===== config.mk =====
export PLATFORM = sky130hd
export DESIGN_NAME = contiguous_block_bitmap_allocator_flat
export DESIGN_NICKNAME = d
export VERILOG_FILES = /design/src/design/cbba_pkg.sv /design/src/design/cbba_ifs.sv /design/src/design/cbba_ctrl.sv /design/src/design/cbba_datapath.sv /design/src/design/contiguous_block_bitmap_allocator.sv /design/src/flat_wrapper.sv
export VERILOG_INCLUDE_DIRS = /design/src /design/src/design
export SDC_FILE = /design/constraint.sdc
export NUM_CORES = 2
export LEC_CHECK = 0
export ABC_AREA = 0
export BUFFER_PORTS_ARGS = -buffer_cell sky130_fd_sc_hd__buf_2
export CORE_ASPECT_RATIO = 1.1
export CORE_MARGIN = 5
export CORE_UTILIZATION = 57
export CTS_CLUSTER_SIZE = 25
export DETAILED_ROUTE_END_ITERATION = 10
export MAX_ROUTING_LAYER = met4
export PLACE_DENSITY = 0.76
export SLEW_MARGIN = 20
export SYNTH_ARGS = -nofsm -noshare
export SYNTH_HDL_FRONTEND = slang
export SYNTH_SLANG_ARGS = --single-unit

===== constraint.sdc =====
create_clock -name i_clk -period 5.7 [get_ports i_clk]
set_input_delay 0.285 -clock i_clk [delete_from_list [all_inputs] [get_ports i_clk]]
set_output_delay 0.285 -clock i_clk [all_outputs]
set_load 0.02 [all_outputs]

===== src/design/contiguous_block_bitmap_allocator_defines.svh =====
// Assertion macros shared by the allocator RTL.
// Depends on nothing; included by the files that carry assertions.
`ifndef CONTIGUOUS_BLOCK_BITMAP_ALLOCATOR_DEFINES_SVH
`define CONTIGUOUS_BLOCK_BITMAP_ALLOCATOR_DEFINES_SVH

// Same-cycle implication, disabled while reset is asserted.
`define CBBA_ASSERT_IMP(lbl, clk, rst_n, ante, cons, msg) \
    lbl: assert property (@(posedge clk) disable iff (!rst_n) (ante) |-> (cons)) \
        else $error(msg);

// Next-cycle implication, disabled while reset is asserted.
`define CBBA_ASSERT_NXT(lbl, clk, rst_n, ante, cons, msg) \
    lbl: assert property (@(posedge clk) disable iff (!rst_n) (ante) |=> (cons)) \
        else $error(msg);

`endif


===== src/design/cbba_pkg.sv =====
// Shared constants, codes and controller/datapath types of the allocator.
// Depends on nothing; every other design file but the assertion macros header imports it.
package cbba_pkg;

    // Sizing of the bitmap.
    localparam int TOTAL_BLOCK_COUNT = 1024;
    localparam int BYTES_PER_BLOCK   = 512;

    // Fixed field widths.
    localparam int ACT_W  = 2;
    localparam int SIZE_W = 24;
    localparam int ADDR_W = 25;
    localparam int IDX_W  = 10;
    localparam int STAT_W = 2;
    localparam int FB_W   = 10;
    localparam int CFG_W  = 24;

    // Derived widths.
    localparam int BLK_W   = $clog2(TOTAL_BLOCK_COUNT);
    localparam int CNT_W   = $clog2(TOTAL_BLOCK_COUNT + 1);
    localparam int WORD_W  = 16;
    localparam int WB_W    = $clog2(WORD_W);
    localparam int NWORDS  = (TOTAL_BLOCK_COUNT + WORD_W - 1) / WORD_W;
    localparam int WA_W    = (NWORDS > 1) ? $clog2(NWORDS) : 1;
    localparam int WC_W    = $clog2(NWORDS + 1);
    localparam int GW      = WA_W + WB_W;
    localparam int BPB_W   = $clog2(BYTES_PER_BLOCK + 1);
    localparam int BPB_SH  = $clog2(BYTES_PER_BLOCK);
    localparam int NEED_W  = SIZE_W + 1;
    localparam int PROD_W  = BLK_W + BPB_W;

    // Action codes.
    localparam logic [ACT_W-1:0] ACT_ALLOC = 2'd0;
    localparam logic [ACT_W-1:0] ACT_FREE  = 2'd1;
    localparam logic [ACT_W-1:0] ACT_QUERY = 2'd2;

    // Status codes.
    localparam logic [STAT_W-1:0] ST_DONE     = 2'd0;
    localparam logic [STAT_W-1:0] ST_NO_SPACE = 2'd1;
    localparam logic [STAT_W-1:0] ST_RANGE    = 2'd2;

    // Commands from the controller to the datapath.
    typedef struct packed {
        logic              load;
        logic              scan_start;
        logic              scan_step;
        logic              fit_load;
        logic              mark_init;
        logic              mark_rd;
        logic              mark_wr;
        logic              query_rd;
        logic              addr_load;
        logic              res_load;
        logic [STAT_W-1:0] res_status;
    } t_cmd;

    // Status from the datapath to the controller.
    typedef struct packed {
        logic [ACT_W-1:0] action;
        logic             need_zero;
        logic             need_big;
        logic             free_bad;
        logic             query_oob;
        logic             scan_hit;
        logic             scan_end;
        logic             mark_last;
    } t_stat;

endpackage


===== src/design/cbba_ifs.sv =====
// Valid/ready channel interfaces for requests, responses and configuration.
// Depends on cbba_pkg for the field widths.
interface cbba_req_if;
    import cbba_pkg::*;
    logic                valid;
    logic                ready;
    logic [ACT_W-1:0]    action;
    logic [SIZE_W-1:0]   byte_size;
    logic [ADDR_W-1:0]   release_address;
    logic [IDX_W-1:0]    block_index;
    modport source (output valid, action, byte_size, release_address, block_index,
                    input ready);
    modport sink   (input valid, action, byte_size, release_address, block_index,
                    output ready);
endinterface

interface cbba_rsp_if;
    import cbba_pkg::*;
    logic                valid;
    logic                ready;
    logic [STAT_W-1:0]   status;
    logic [FB_W-1:0]     first_block;
    logic [ADDR_W-1:0]   first_address;
    logic                block_used;
    modport source (output valid, status, first_block, first_address, block_used,
                    input ready);
    modport sink   (input valid, status, first_block, first_address, block_used,
                    output ready);
endinterface

interface cbba_cfg_if;
    import cbba_pkg::*;
    logic               valid;
    logic               ready;
    logic [CFG_W-1:0]   data;
    modport source (output valid, data, input ready);
    modport sink   (input valid, data, output ready);
endinterface


===== src/design/cbba_ctrl.sv =====
// Controller state machine of the allocator: sequences the scan and the marking.
// Depends on cbba_pkg and the assertion macros header.
`include "contiguous_block_bitmap_allocator_defines.svh"

module cbba_ctrl (
    input  logic           i_clk,
    input  logic           i_rst_n,
    input  logic           i_in_valid,
    output logic           o_in_ready,
    output logic           o_out_valid,
    input  logic           i_out_ready,
    output cbba_pkg::t_cmd o_cmd,
    input  cbba_pkg::t_stat i_stat
);
    import cbba_pkg::*;

    localparam logic [3:0] S_IDLE   = 4'd0;
    localparam logic [3:0] S_DECIDE = 4'd1;
    localparam logic [3:0] S_SCAN   = 4'd2;
    localparam logic [3:0] S_FOUND  = 4'd3;
    localparam logic [3:0] S_MINIT  = 4'd4;
    localparam logic [3:0] S_MRD    = 4'd5;
    localparam logic [3:0] S_MWR    = 4'd6;
    localparam logic [3:0] S_ADDR   = 4'd7;
    localparam logic [3:0] S_FINISH = 4'd8;

    logic [3:0]        r_state, n_state;
    logic [STAT_W-1:0] r_status, n_status;
    logic              r_out_valid, n_out_valid;

    assign o_in_ready  = (r_state == S_IDLE);
    assign o_out_valid = r_out_valid;

    // Next-state and command decode.
    always_comb begin
        o_cmd    = '0;
        n_state  = r_state;
        n_status = r_status;
        case (r_state)
            S_IDLE: begin
                if (i_in_valid) begin
                    o_cmd.load = 1'b1;
                    n_state    = S_DECIDE;
                end
            end
            S_DECIDE: begin
                n_status = ST_DONE;
                n_state  = S_FINISH;
                case (i_stat.action)
                    ACT_ALLOC: begin
                        if (i_stat.need_zero) begin
                            n_state = S_ADDR;
                        end else if (i_stat.need_big) begin
                            n_status = ST_NO_SPACE;
                        end else begin
                            o_cmd.scan_start = 1'b1;
                            n_state          = S_SCAN;
                        end
                    end
                    ACT_FREE: begin
                        if (i_stat.free_bad) begin
                            n_status = ST_RANGE;
                        end else if (!i_stat.need_zero) begin
                            o_cmd.mark_init = 1'b1;
                            n_state         = S_MRD;
                        end
                    end
                    ACT_QUERY: begin
                        if (i_stat.query_oob) begin
                            n_status = ST_RANGE;
                        end else begin
                            o_cmd.query_rd = 1'b1;
                        end
                    end
                    default: begin
                        n_status = ST_DONE;
                    end
                endcase
            end
            S_SCAN: begin
                if (i_stat.scan_hit) begin
                    n_state = S_FOUND;
                end else if (i_stat.scan_end) begin
                    n_status = ST_NO_SPACE;
                    n_state  = S_FINISH;
                end else begin
                    o_cmd.scan_step = 1'b1;
                end
            end
            S_FOUND: begin
                o_cmd.fit_load = 1'b1;
                n_state        = S_MINIT;
            end
            S_MINIT: begin
                o_cmd.mark_init = 1'b1;
                n_state         = S_MRD;
            end
            S_MRD: begin
                o_cmd.mark_rd = 1'b1;
                n_state       = S_MWR;
            end
            S_MWR: begin
                o_cmd.mark_wr = 1'b1;
                if (!i_stat.mark_last) begin
                    n_state = S_MRD;
                end else if (i_stat.action == ACT_ALLOC) begin
                    n_state = S_ADDR;
                end else begin
                    n_status = ST_DONE;
                    n_state  = S_FINISH;
                end
            end
            S_ADDR: begin
                o_cmd.addr_load = 1'b1;
                n_status        = ST_DONE;
                n_state         = S_FINISH;
            end
            S_FINISH: begin
                o_cmd.res_status = r_status;
                if (!r_out_valid || i_out_ready) begin
                    o_cmd.res_load = 1'b1;
                    n_state        = S_IDLE;
                end
            end
            default: begin
                n_state = S_IDLE;
            end
        endcase
    end

    // The result register is held until the consumer takes the transaction.
    always_comb begin
        if (o_cmd.res_load) begin
            n_out_valid = 1'b1;
        end else if (i_out_ready) begin
            n_out_valid = 1'b0;
        end else begin
            n_out_valid = r_out_valid;
        end
    end

    // State registers.
    always_ff @(posedge i_clk) begin
        if (!i_rst_n) begin
            r_state     <= S_IDLE;
            r_status    <= ST_DONE;
            r_out_valid <= 1'b0;
        end else begin
            r_state     <= n_state;
            r_status    <= n_status;
            r_out_valid <= n_out_valid;
        end
    end

    `CBBA_ASSERT_IMP(a_res_slot_free, i_clk, i_rst_n, o_cmd.res_load,
        !r_out_valid || i_out_ready, "result overwritten before it was taken")
    `CBBA_ASSERT_IMP(a_mark_rmw, i_clk, i_rst_n, o_cmd.mark_wr,
        $past(o_cmd.mark_rd), "bitmap write without a preceding read")
    `CBBA_ASSERT_NXT(a_accept_decide, i_clk, i_rst_n, i_in_valid && o_in_ready,
        r_state == S_DECIDE, "accepted request did not move to the decision")

endmodule


===== src/design/cbba_datapath.sv =====
// Datapath of the allocator: bitmap memory, block arithmetic, first-fit scan and run marking.
// Depends on cbba_pkg; driven by cbba_ctrl through t_cmd and t_stat.
module cbba_datapath (
    input  logic                          i_clk,
    input  logic                          i_rst_n,
    input  cbba_pkg::t_cmd                i_cmd,
    output cbba_pkg::t_stat               o_stat,
    input  logic                          i_cfg_we,
    input  logic [cbba_pkg::CFG_W-1:0]    i_cfg_data,
    input  logic [cbba_pkg::ACT_W-1:0]    i_action,
    input  logic [cbba_pkg::SIZE_W-1:0]   i_byte_size,
    input  logic [cbba_pkg::ADDR_W-1:0]   i_release_address,
    input  logic [cbba_pkg::IDX_W-1:0]    i_block_index,
    output logic [cbba_pkg::STAT_W-1:0]   o_status,
    output logic [cbba_pkg::FB_W-1:0]     o_first_block,
    output logic [cbba_pkg::ADDR_W-1:0]   o_first_address,
    output logic                          o_block_used
);
    import cbba_pkg::*;

    // Configuration and captured request.
    logic [CFG_W-1:0]  r_region_base;
    logic [ACT_W-1:0]  r_action;
    logic [IDX_W-1:0]  r_idx;
    logic              r_below;

    // Block count of the request and start block of a release.
    logic [NEED_W-1:0] r_need;
    logic [ADDR_W-1:0] r_rel_start;

    // Scan state.
    logic [WC_W-1:0]   r_sc_raddr;
    logic              r_sc_pend;
    logic [WA_W-1:0]   r_sc_paddr;
    logic [CNT_W-1:0]  r_run;
    logic              r_hit;
    logic [GW-1:0]     r_hit_g;
    logic [WORD_W-1:0] sc_used;
    logic [CNT_W:0]    sc_len [WORD_W];
    logic              sc_hit;
    logic [WB_W-1:0]   sc_pos;

    // Bitmap memory with a valid bit per row so that reset reads as all free.
    logic [WORD_W-1:0] mem [NWORDS];
    logic [NWORDS-1:0] r_row_vld;
    logic [WORD_W-1:0] r_rdata;
    logic              rd_en;
    logic [WA_W-1:0]   rd_addr;
    logic [WORD_W-1:0] wr_data;

    // Marking state.
    logic [WA_W-1:0]   r_mk_addr, r_mk_last;
    logic [CNT_W-1:0]  r_mk_lo, r_mk_hi;
    logic [WORD_W-1:0] mk_mask;
    logic [31:0]       mk_s32, mk_e32, mk_e1;

    // Result formation.
    logic [BLK_W-1:0]  r_fit_start;
    logic [PROD_W-1:0] r_prod;
    logic [31:0]       idx32, fb32;
    logic              res_ok;
    logic [STAT_W-1:0] r_status;
    logic [FB_W-1:0]   r_first_block;
    logic [ADDR_W-1:0] r_first_address;
    logic              r_block_used;

    assign idx32 = 32'(r_idx);
    assign fb32  = 32'(r_fit_start);

    // Run lengths ending at each bit of the word under scan, and the first fit in it.
    always_comb begin
        logic            found;
        logic [WB_W-1:0] lu;
        logic [31:0]     g32;
        for (int b = 0; b < WORD_W; b++) begin
            g32        = 32'({r_sc_paddr, WB_W'(b)});
            sc_used[b] = r_rdata[b] | (g32 >= 32'(TOTAL_BLOCK_COUNT));
        end
        for (int i = 0; i < WORD_W; i++) begin
            found = 1'b0;
            lu    = '0;
            for (int j = 0; j <= i; j++) begin
                if (sc_used[j]) begin
                    found = 1'b1;
                    lu    = WB_W'(j);
                end
            end
            sc_len[i] = found ? ((CNT_W+1)'(i) - (CNT_W+1)'(lu))
                              : ((CNT_W+1)'(r_run) + (CNT_W+1)'(i + 1));
        end
        sc_hit = 1'b0;
        sc_pos = '0;
        for (int i = WORD_W - 1; i >= 0; i--) begin
            if (32'(sc_len[i]) >= 32'(r_need)) begin
                sc_hit = 1'b1;
                sc_pos = WB_W'(i);
            end
        end
    end

    // Bounds of the run to mark and the bit mask of the current row.
    always_comb begin
        logic [31:0] g32;
        mk_s32 = (r_action == ACT_ALLOC) ? 32'(r_fit_start) : 32'(r_rel_start);
        mk_e32 = mk_s32 + 32'(r_need);
        mk_e1  = mk_e32 - 32'd1;
        for (int b = 0; b < WORD_W; b++) begin
            g32        = 32'({r_mk_addr, WB_W'(b)});
            mk_mask[b] = (g32 >= 32'(r_mk_lo)) && (g32 < 32'(r_mk_hi));
        end
        wr_data = (r_action == ACT_ALLOC) ? (r_rdata | mk_mask) : (r_rdata & ~mk_mask);
    end

    // Memory read port selection.
    always_comb begin
        rd_en = (i_cmd.scan_step && (r_sc_raddr < WC_W'(NWORDS)))
              || i_cmd.mark_rd || i_cmd.query_rd;
        if (i_cmd.mark_rd) begin
            rd_addr = r_mk_addr;
        end else if (i_cmd.query_rd) begin
            rd_addr = idx32[WB_W +: WA_W];
        end else begin
            rd_addr = r_sc_raddr[WA_W-1:0];
        end
    end

    // Bitmap storage.
    always_ff @(posedge i_clk) begin
        if (rd_en) begin
            r_rdata <= r_row_vld[rd_addr] ? mem[rd_addr] : '0;
        end
        if (i_cmd.mark_wr) begin
            mem[r_mk_addr] <= wr_data;
        end
    end

    // Control state: configuration, row valid bits and scan flags.
    always_ff @(posedge i_clk) begin
        if (!i_rst_n) begin
            r_region_base <= '0;
            r_row_vld     <= '0;
            r_sc_pend     <= 1'b0;
            r_hit         <= 1'b0;
        end else begin
            if (i_cfg_we) begin
                r_region_base <= i_cfg_data;
            end
            if (i_cmd.mark_wr) begin
                r_row_vld[r_mk_addr] <= 1'b1;
            end
            if (i_cmd.scan_start) begin
                r_sc_pend <= 1'b0;
                r_hit     <= 1'b0;
            end else if (i_cmd.scan_step) begin
                r_sc_pend <= (r_sc_raddr < WC_W'(NWORDS));
                if (r_sc_pend && !r_hit && sc_hit) begin
                    r_hit <= 1'b1;
                end
            end
        end
    end

    // Request capture, scan, marking and result registers.
    // The block size is a power of two, so the block counts are shifts.
    always_ff @(posedge i_clk) begin
        if (i_cmd.load) begin
            r_action    <= i_action;
            r_idx       <= i_block_index;
            r_below     <= (i_release_address < ADDR_W'(r_region_base));
            r_need      <= (NEED_W'(i_byte_size) + NEED_W'(BYTES_PER_BLOCK - 1)) >> BPB_SH;
            r_rel_start <= (i_release_address - ADDR_W'(r_region_base)) >> BPB_SH;
            r_fit_start <= '0;
        end
        if (i_cmd.scan_start) begin
            r_sc_raddr <= '0;
            r_run      <= '0;
        end else if (i_cmd.scan_step) begin
            if (r_sc_raddr < WC_W'(NWORDS)) begin
                r_sc_raddr <= r_sc_raddr + WC_W'(1);
                r_sc_paddr <= r_sc_raddr[WA_W-1:0];
            end
            if (r_sc_pend && !r_hit) begin
                r_run   <= CNT_W'(sc_len[WORD_W-1]);
                r_hit_g <= {r_sc_paddr, sc_pos};
            end
        end
        if (i_cmd.fit_load) begin
            r_fit_start <= BLK_W'(32'(r_hit_g) + 32'd1 - 32'(r_need));
        end
        if (i_cmd.mark_init) begin
            r_mk_lo   <= CNT_W'(mk_s32);
            r_mk_hi   <= CNT_W'(mk_e32);
            r_mk_addr <= mk_s32[WB_W +: WA_W];
            r_mk_last <= mk_e1[WB_W +: WA_W];
        end else if (i_cmd.mark_wr) begin
            r_mk_addr <= r_mk_addr + WA_W'(1);
        end
        if (i_cmd.addr_load) begin
            r_prod <= PROD_W'(r_fit_start) * PROD_W'(BYTES_PER_BLOCK);
        end
        if (i_cmd.res_load) begin
            r_status        <= i_cmd.res_status;
            r_first_block   <= (res_ok && r_action == ACT_ALLOC) ? fb32[FB_W-1:0] : '0;
            r_first_address <= (res_ok && r_action == ACT_ALLOC)
                             ? ADDR_W'(r_region_base) + ADDR_W'(r_prod) : '0;
            r_block_used    <= (res_ok && r_action == ACT_QUERY)
                             ? r_rdata[idx32[WB_W-1:0]] : 1'b0;
        end
    end

    assign res_ok = (i_cmd.res_status == ST_DONE);

    // Status towards the controller.
    always_comb begin
        o_stat           = '0;
        o_stat.action    = r_action;
        o_stat.need_zero = (r_need == '0);
        o_stat.need_big  = (32'(r_need) > 32'(TOTAL_BLOCK_COUNT));
        o_stat.free_bad  = r_below
                         || ((32'(r_rel_start) + 32'(r_need)) > 32'(TOTAL_BLOCK_COUNT));
        o_stat.query_oob = (idx32 >= 32'(TOTAL_BLOCK_COUNT));
        o_stat.scan_hit  = r_hit;
        o_stat.scan_end  = !r_hit && !r_sc_pend && (r_sc_raddr == WC_W'(NWORDS));
        o_stat.mark_last = (r_mk_addr == r_mk_last);
    end

    assign o_status        = r_status;
    assign o_first_block   = r_first_block;
    assign o_first_address = r_first_address;
    assign o_block_used    = r_block_used;

endmodule


===== src/design/contiguous_block_bitmap_allocator.sv =====
// First-fit contiguous block allocator over a 1024-bit used/free bitmap; one item at a time.
// The bitmap is held as 64 rows of 16 bits; allocate scans the rows in order until a fit ends
// or the rows run out, then allocate and free read and rewrite each touched row in turn.
// The next item can be taken in the cycle after its result is loaded; a waiting result holds it off.
// Reset (synchronous, active low) frees all blocks at once via per-row valid bits, base zero.
module contiguous_block_bitmap_allocator (
    input  logic        i_clk,
    input  logic        i_rst_n,
    cbba_req_if.sink    i_req,
    cbba_rsp_if.source  o_rsp,
    cbba_cfg_if.sink    i_cfg
);
    import cbba_pkg::*;

    t_cmd cmd;
    t_stat stat;
    logic  in_ready;
    logic  out_valid;

    // Handshake wiring; configuration writes are always taken.
    assign i_req.ready = in_ready;
    assign o_rsp.valid = out_valid;
    assign i_cfg.ready = 1'b1;

    // Sequencer.
    cbba_ctrl u_ctrl (
        .i_clk       (i_clk),
        .i_rst_n     (i_rst_n),
        .i_in_valid  (i_req.valid),
        .o_in_ready  (in_ready),
        .o_out_valid (out_valid),
        .i_out_ready (o_rsp.ready),
        .o_cmd       (cmd),
        .i_stat      (stat)
    );

    // Bitmap, block arithmetic and result registers.
    cbba_datapath u_datapath (
        .i_clk             (i_clk),
        .i_rst_n           (i_rst_n),
        .i_cmd             (cmd),
        .o_stat            (stat),
        .i_cfg_we          (i_cfg.valid),
        .i_cfg_data        (i_cfg.data),
        .i_action          (i_req.action),
        .i_byte_size       (i_req.byte_size),
        .i_release_address (i_req.release_address),
        .i_block_index     (i_req.block_index),
        .o_status          (o_rsp.status),
        .o_first_block     (o_rsp.first_block),
        .o_first_address   (o_rsp.first_address),
        .o_block_used      (o_rsp.block_used)
    );

endmodule


===== src/flat_wrapper.sv =====
// flat-port wrapper written by rule: the top's interface ports become plain ports
module contiguous_block_bitmap_allocator_flat import cbba_pkg::*;
  (i_clk, i_rst_n, i_req_valid, i_req_action, i_req_byte_size, i_req_release_address, i_req_block_index, i_req_ready, o_rsp_valid, o_rsp_status, o_rsp_first_block, o_rsp_first_address, o_rsp_block_used, o_rsp_ready, i_cfg_valid, i_cfg_data, i_cfg_ready);
  cbba_req_if i_req_i ();
  cbba_rsp_if o_rsp_i ();
  cbba_cfg_if i_cfg_i ();
  input  logic i_clk;
  input  logic i_rst_n;
  input wire logic [$bits(i_req_i.valid)-1:0] i_req_valid;
  input wire logic [$bits(i_req_i.action)-1:0] i_req_action;
  input wire logic [$bits(i_req_i.byte_size)-1:0] i_req_byte_size;
  input wire logic [$bits(i_req_i.release_address)-1:0] i_req_release_address;
  input wire logic [$bits(i_req_i.block_index)-1:0] i_req_block_index;
  output wire logic [$bits(i_req_i.ready)-1:0] i_req_ready;
  output wire logic [$bits(o_rsp_i.valid)-1:0] o_rsp_valid;
  output wire logic [$bits(o_rsp_i.status)-1:0] o_rsp_status;
  output wire logic [$bits(o_rsp_i.first_block)-1:0] o_rsp_first_block;
  output wire logic [$bits(o_rsp_i.first_address)-1:0] o_rsp_first_address;
  output wire logic [$bits(o_rsp_i.block_used)-1:0] o_rsp_block_used;
  input wire logic [$bits(o_rsp_i.ready)-1:0] o_rsp_ready;
  input wire logic [$bits(i_cfg_i.valid)-1:0] i_cfg_valid;
  input wire logic [$bits(i_cfg_i.data)-1:0] i_cfg_data;
  output wire logic [$bits(i_cfg_i.ready)-1:0] i_cfg_ready;
  assign i_req_i.valid = i_req_valid;
  assign i_req_i.action = i_req_action;
  assign i_req_i.byte_size = i_req_byte_size;
  assign i_req_i.release_address = i_req_release_address;
  assign i_req_i.block_index = i_req_block_index;
  assign i_req_ready = i_req_i.ready;
  assign o_rsp_valid = o_rsp_i.valid;
  assign o_rsp_status = o_rsp_i.status;
  assign o_rsp_first_block = o_rsp_i.first_block;
  assign o_rsp_first_address = o_rsp_i.first_address;
  assign o_rsp_block_used = o_rsp_i.block_used;
  assign o_rsp_i.ready = o_rsp_ready;
  assign i_cfg_i.valid = i_cfg_valid;
  assign i_cfg_i.data = i_cfg_data;
  assign i_cfg_ready = i_cfg_i.ready;
  contiguous_block_bitmap_allocator u_core (.i_clk(i_clk), .i_rst_n(i_rst_n), .i_req(i_req_i), .o_rsp(o_rsp_i), .i_cfg(i_cfg_i));
endmodule

==> results.cfg <==
[min_path]
hold_path.class = in -> reg

[synth]
top_cells_by_area_in_the_synthesized_netlist = sky130_fd_sc_hd__edfxtp_1 57%, sky130_fd_sc_hd__ha_1 6.2%, sky130_fd_sc_hd__mux4_2 4.8%
total_number_of_yosys_warnings = 0
ffs_latches_synth = 1308
synth_edf_count = 1193
syn_area_per_cell_um2 = 12.9
syn_inst = 4848
synth.distinct_cells = 93
synth_ff_type = sky130_fd_sc_hd__edfxtp_1
async_flop_share = 0
post-synth-top-area-cell = sky130_fd_sc_hd__edfxtp_1
synth_largest_type_area_fraction = 0.574
synth-seq-area-share = 0.611
syn_area_um2 = 62400
syn-num-nets = 5252
ys_top_cells_by_count = 1,193 x sky130_fd_sc_hd__edfxtp_1, 523 x sky130_fd_sc_hd__nand2_1, 494 x sky130_fd_sc_hd__nor2_1
yosys.cell_count.top_type = sky130_fd_sc_hd__edfxtp_1

[layout]
final_layout_size_suffix_gt1_frac = 0.139
fillerInstances = 7731
post_layout_inst_area_um2 = 70400
nNetsFinal = 5543
areaGrowthSynthToFinish_pct = 12.7

[clock_network]
clock_sinks = 1308
cts-buffers-inserted = 131
hold_buffers = 64
cts.repair.resized = 0
clock-root-buffer = sky130_fd_sc_hd__clkbuf_16
clk_latency_ns = 0.76
tritoncts = yes
postCtsSetupBuffers = 0
cts-root-to-sink-buffers = 3
post_cts_clock_slew_at_the_launch_and_capture_registers_of_the_worst_setup_and_hold_paths_ns = 0.07
number_of_h_tree_levels = 4

[worst_setup_path]
crit_start = u_core.u_datapath.r_rdata[6]$_SDFFCE_PN0P_
critPathKind = reg -> reg
rr_endpoint = u_core.u_datapath.r_hit_g[1]$_SDFFCE_PP0P_
worst-r2r-cell-count = 18
peak_fanout_along_the_critical_path = 11
worst_setup_path_start_kind = flop
critical_path_arrival_ns = 5.64
r2r-start = u_core.u_datapath.r_rdata[6]$_SDFFCE_PN0P_
critical_path_required_ns = 6.22
setup.reg_to_reg.worst_slack_ns = 0.59
setup.worst_path.end_class = flop
setup.worst_path.end = u_core.u_datapath.r_hit_g[1]$_SDFFCE_PP0P_

[placed_design]
post-dp-hpwl_um = 112000
post_dp_cell_area_um2 = 65600
placement.io_buffers = 129
routabilityCongestion = 0.986

[status]
status = finished, final reports clean

[run]
maxCapViolCount = 0

[power_and_ir_drop]
sw_frac_of_total = 0.254
clock_power_share = 0.378
peakVddDrop_mv = 0.313
share_seq_of_total_power = 0.486
power_frac_comb = 0.136
power_density_nw_per_um2 = 312
p_int_mw = 16.4
power.net_switching_mw = 5.56
static-leakage-power_nw = 25.2

[die]
die_area_um2 = 116000
floorplan.core_area_um2 = 109000
chipHeight_um = 357
core.rowCount = 127
io_pins = 131
initial_utilization = 0.574
die_w_um = 326

[detailed_routing]
route.detailed.vias_per_inst = 6.38
avgRoutedWirePerCell_um = 26.1
finalWirelength_um = 174000
overall_via_count_from_detail_route = 42500
residual_drc_count = 0
detail_route.first_pass.iterations = 6
detailedRoute.firstIterationViolations = 5089
ant_nets = 0

[global_route]
first_global_vias = 41700
grt_start_max_net_pins = 94
grt_overflow_total = 0
grt_first_pass_wirelength_um = 259000
grt_antenna_before_repair = 3
total_routing_usage_reported_by_global_routing = 0.303

[timing]
final_hold_fails = 0
timing_worst_slew_pin_value_ns = 1.10
fmax_mhz = 196
slew_headroom = 0.266
minimum_period_implied_by_the_final_worst_setup_slack_ns = 5.11
fraction_of_the_cycle_the_final_worst_path_needs = 0.897
clock-skew-final_ns = 0.0501
final-setup-viol-count = 0
slew_viol_final = 0
setup_total_negative_slack_ns = 0
rsz0062_at_grt = no
[metal layers]
layer	vias to the layer above	global-route usage	part of all wire
li1	18800	-	-
met1	20800	0.376	0.37
met2	2318	0.488	0.48
met3	519	0.0521	0.092
met4	0	0.151	0.059
met5	-	-	0
[critical path: stages, from the launching register on]
cell and delay, ns:
sky130_fd_sc_hd__edfxtp_1 0.51, sky130_fd_sc_hd__or3_4 0.39, sky130_fd_sc_hd__or2_1 0.23, sky130_fd_sc_hd__or3_1 0.50, sky130_fd_sc_hd__or3_1 0.51, sky130_fd_sc_hd__a22o_1 0.25
sky130_fd_sc_hd__nor2b_1 0.16, sky130_fd_sc_hd__or2_2 0.31, sky130_fd_sc_hd__ha_1 0.28, sky130_fd_sc_hd__nand2b_1 0.14, sky130_fd_sc_hd__a21o_1 0.18, sky130_fd_sc_hd__a21oi_1 0.15
sky130_fd_sc_hd__o21ai_0 0.12, sky130_fd_sc_hd__a21o_1 0.19, sky130_fd_sc_hd__a211oi_1 0.27, sky130_fd_sc_hd__a21o_1 0.19, sky130_fd_sc_hd__nor2_1 0.05, sky130_fd_sc_hd__o311a_1 0.29
sky130_fd_sc_hd__o21a_1 0.16
[how the worst min path moves through the flow]
| stage | from | to | slack [ns] | cells after the start |
|---|---|---|---|---|
| finish | i_req_release_address[20] | u_core.u_datapath.r_rel_start[11]$_DFFE_PP_ | 0.06 | 3 |
| global placement | u_core.u_datapath.r_sc_paddr[1]$_DFFE_PP_ | u_core.u_datapath.r_hit_g[5]$_DFFE_PP_ | 0.40 | 0 |
| detailed placement | u_core.u_datapath.r_sc_paddr[2]$_DFFE_PP_ | u_core.u_datapath.r_hit_g[6]$_DFFE_PP_ | 0.40 | 0 |
| global route | i_req_release_address[20] | u_core.u_datapath.r_rel_start[11]$_DFFE_PP_ | 0.06 | 3 |
| floorplan | i_req_action[0] | u_core.u_datapath.r_action[0]$_DFFE_PP_ | 0.38 | 0 |
| CTS | i_req_release_address[20] | u_core.u_datapath.r_rel_start[11]$_DFFE_PP_ | 0.006 | 3 |
[through the flow]
step / instances / power (mW) / worst slack (ns) / hold WS [ns] / util
floorplan: 4848 / 12.9 / 0.676 / 0.384 / -
global placement: 6360 / 13.7 / 0.633 / 0.401 / 0.602
detailed placement: 6360 / 13.8 / 0.631 / 0.405 / 0.603
CTS: 6659 / 22.0 / 0.620 / 0.00621 / 0.646
global route: 6661 / 22.7 / 0.406 / 0.0561 / 0.646
finish: 6661 / 21.9 / 0.585 / 0.0596 / 0.646
[power groups by stage]
stage	clock network [mW]	logic [mW]	registers, mW
global route	8.81	3.22	10.7
global placement	0	2.84	10.9
floorplan	0	2.07	10.8
CTS	8.37	2.96	10.7
detailed placement	0	2.89	10.9
finish	8.28	2.99	10.7
[logic make-up after synthesis]
group                    Yosys count  share of synthesized area
flip-flops                      1308                      0.611
AO/OA/AOI/OAI                    910                     0.0946
XOR/XNOR                         182                     0.0255
adder cells (fa/ha/maj)          314                     0.0634
buffers and inverters            361                     0.0249
AND/OR/NAND/NOR                 1484                      0.108
multiplexers                     288                     0.0731
other                              1                  0.0000601
[placed cells by master, fill, tap and decap left out, drive strengths merged, types with 123 or more instances in the layout]
master / Yosys / routed
inv: 113 / 123
buf: 102 / 341
nor2: 497 / 497
a211oi: 129 / 129
edfxtp: 1193 / 1193
o21ai: 126 / 126
a21oi: 318 / 318
mux2i: 134 / 134
nand2: 523 / 523
mux4: 132 / 132
ha: 310 / 310
clkbuf: 145 / 163
[flip-flops by register name, indices dropped and copies added (netlist names), 11 cells and up]
register	count
u_core.u_datapath.mem	1024
u_core.u_datapath.r_row_vld	64
u_core.u_datapath.o_first_address	25
u_core.u_datapath.r_region_base	24
u_core.u_datapath.r_need	16
u_core.u_datapath.r_rdata	16
u_core.u_datapath.r_rel_start	16
u_core.u_datapath.r_mk_hi	11
u_core.u_datapath.r_mk_lo	11
u_core.u_datapath.r_run	11
[area by class of cell]
cell class,count,area (µm²),share of cell area
Sequential cell,1308,38100,0.542
Multi-Input combinational cell,3179,22900,0.326
Clock buffer,163,3490,0.0496
Timing Repair Buffer,405,3020,0.0429
Tap cell,1419,1780,0.0252
Clock inverter,72,599,0.00852
Inverter,114,429,0.00610
Antenna cell,1,2.50,0.0000356
(Power assumes the default switching activity.)
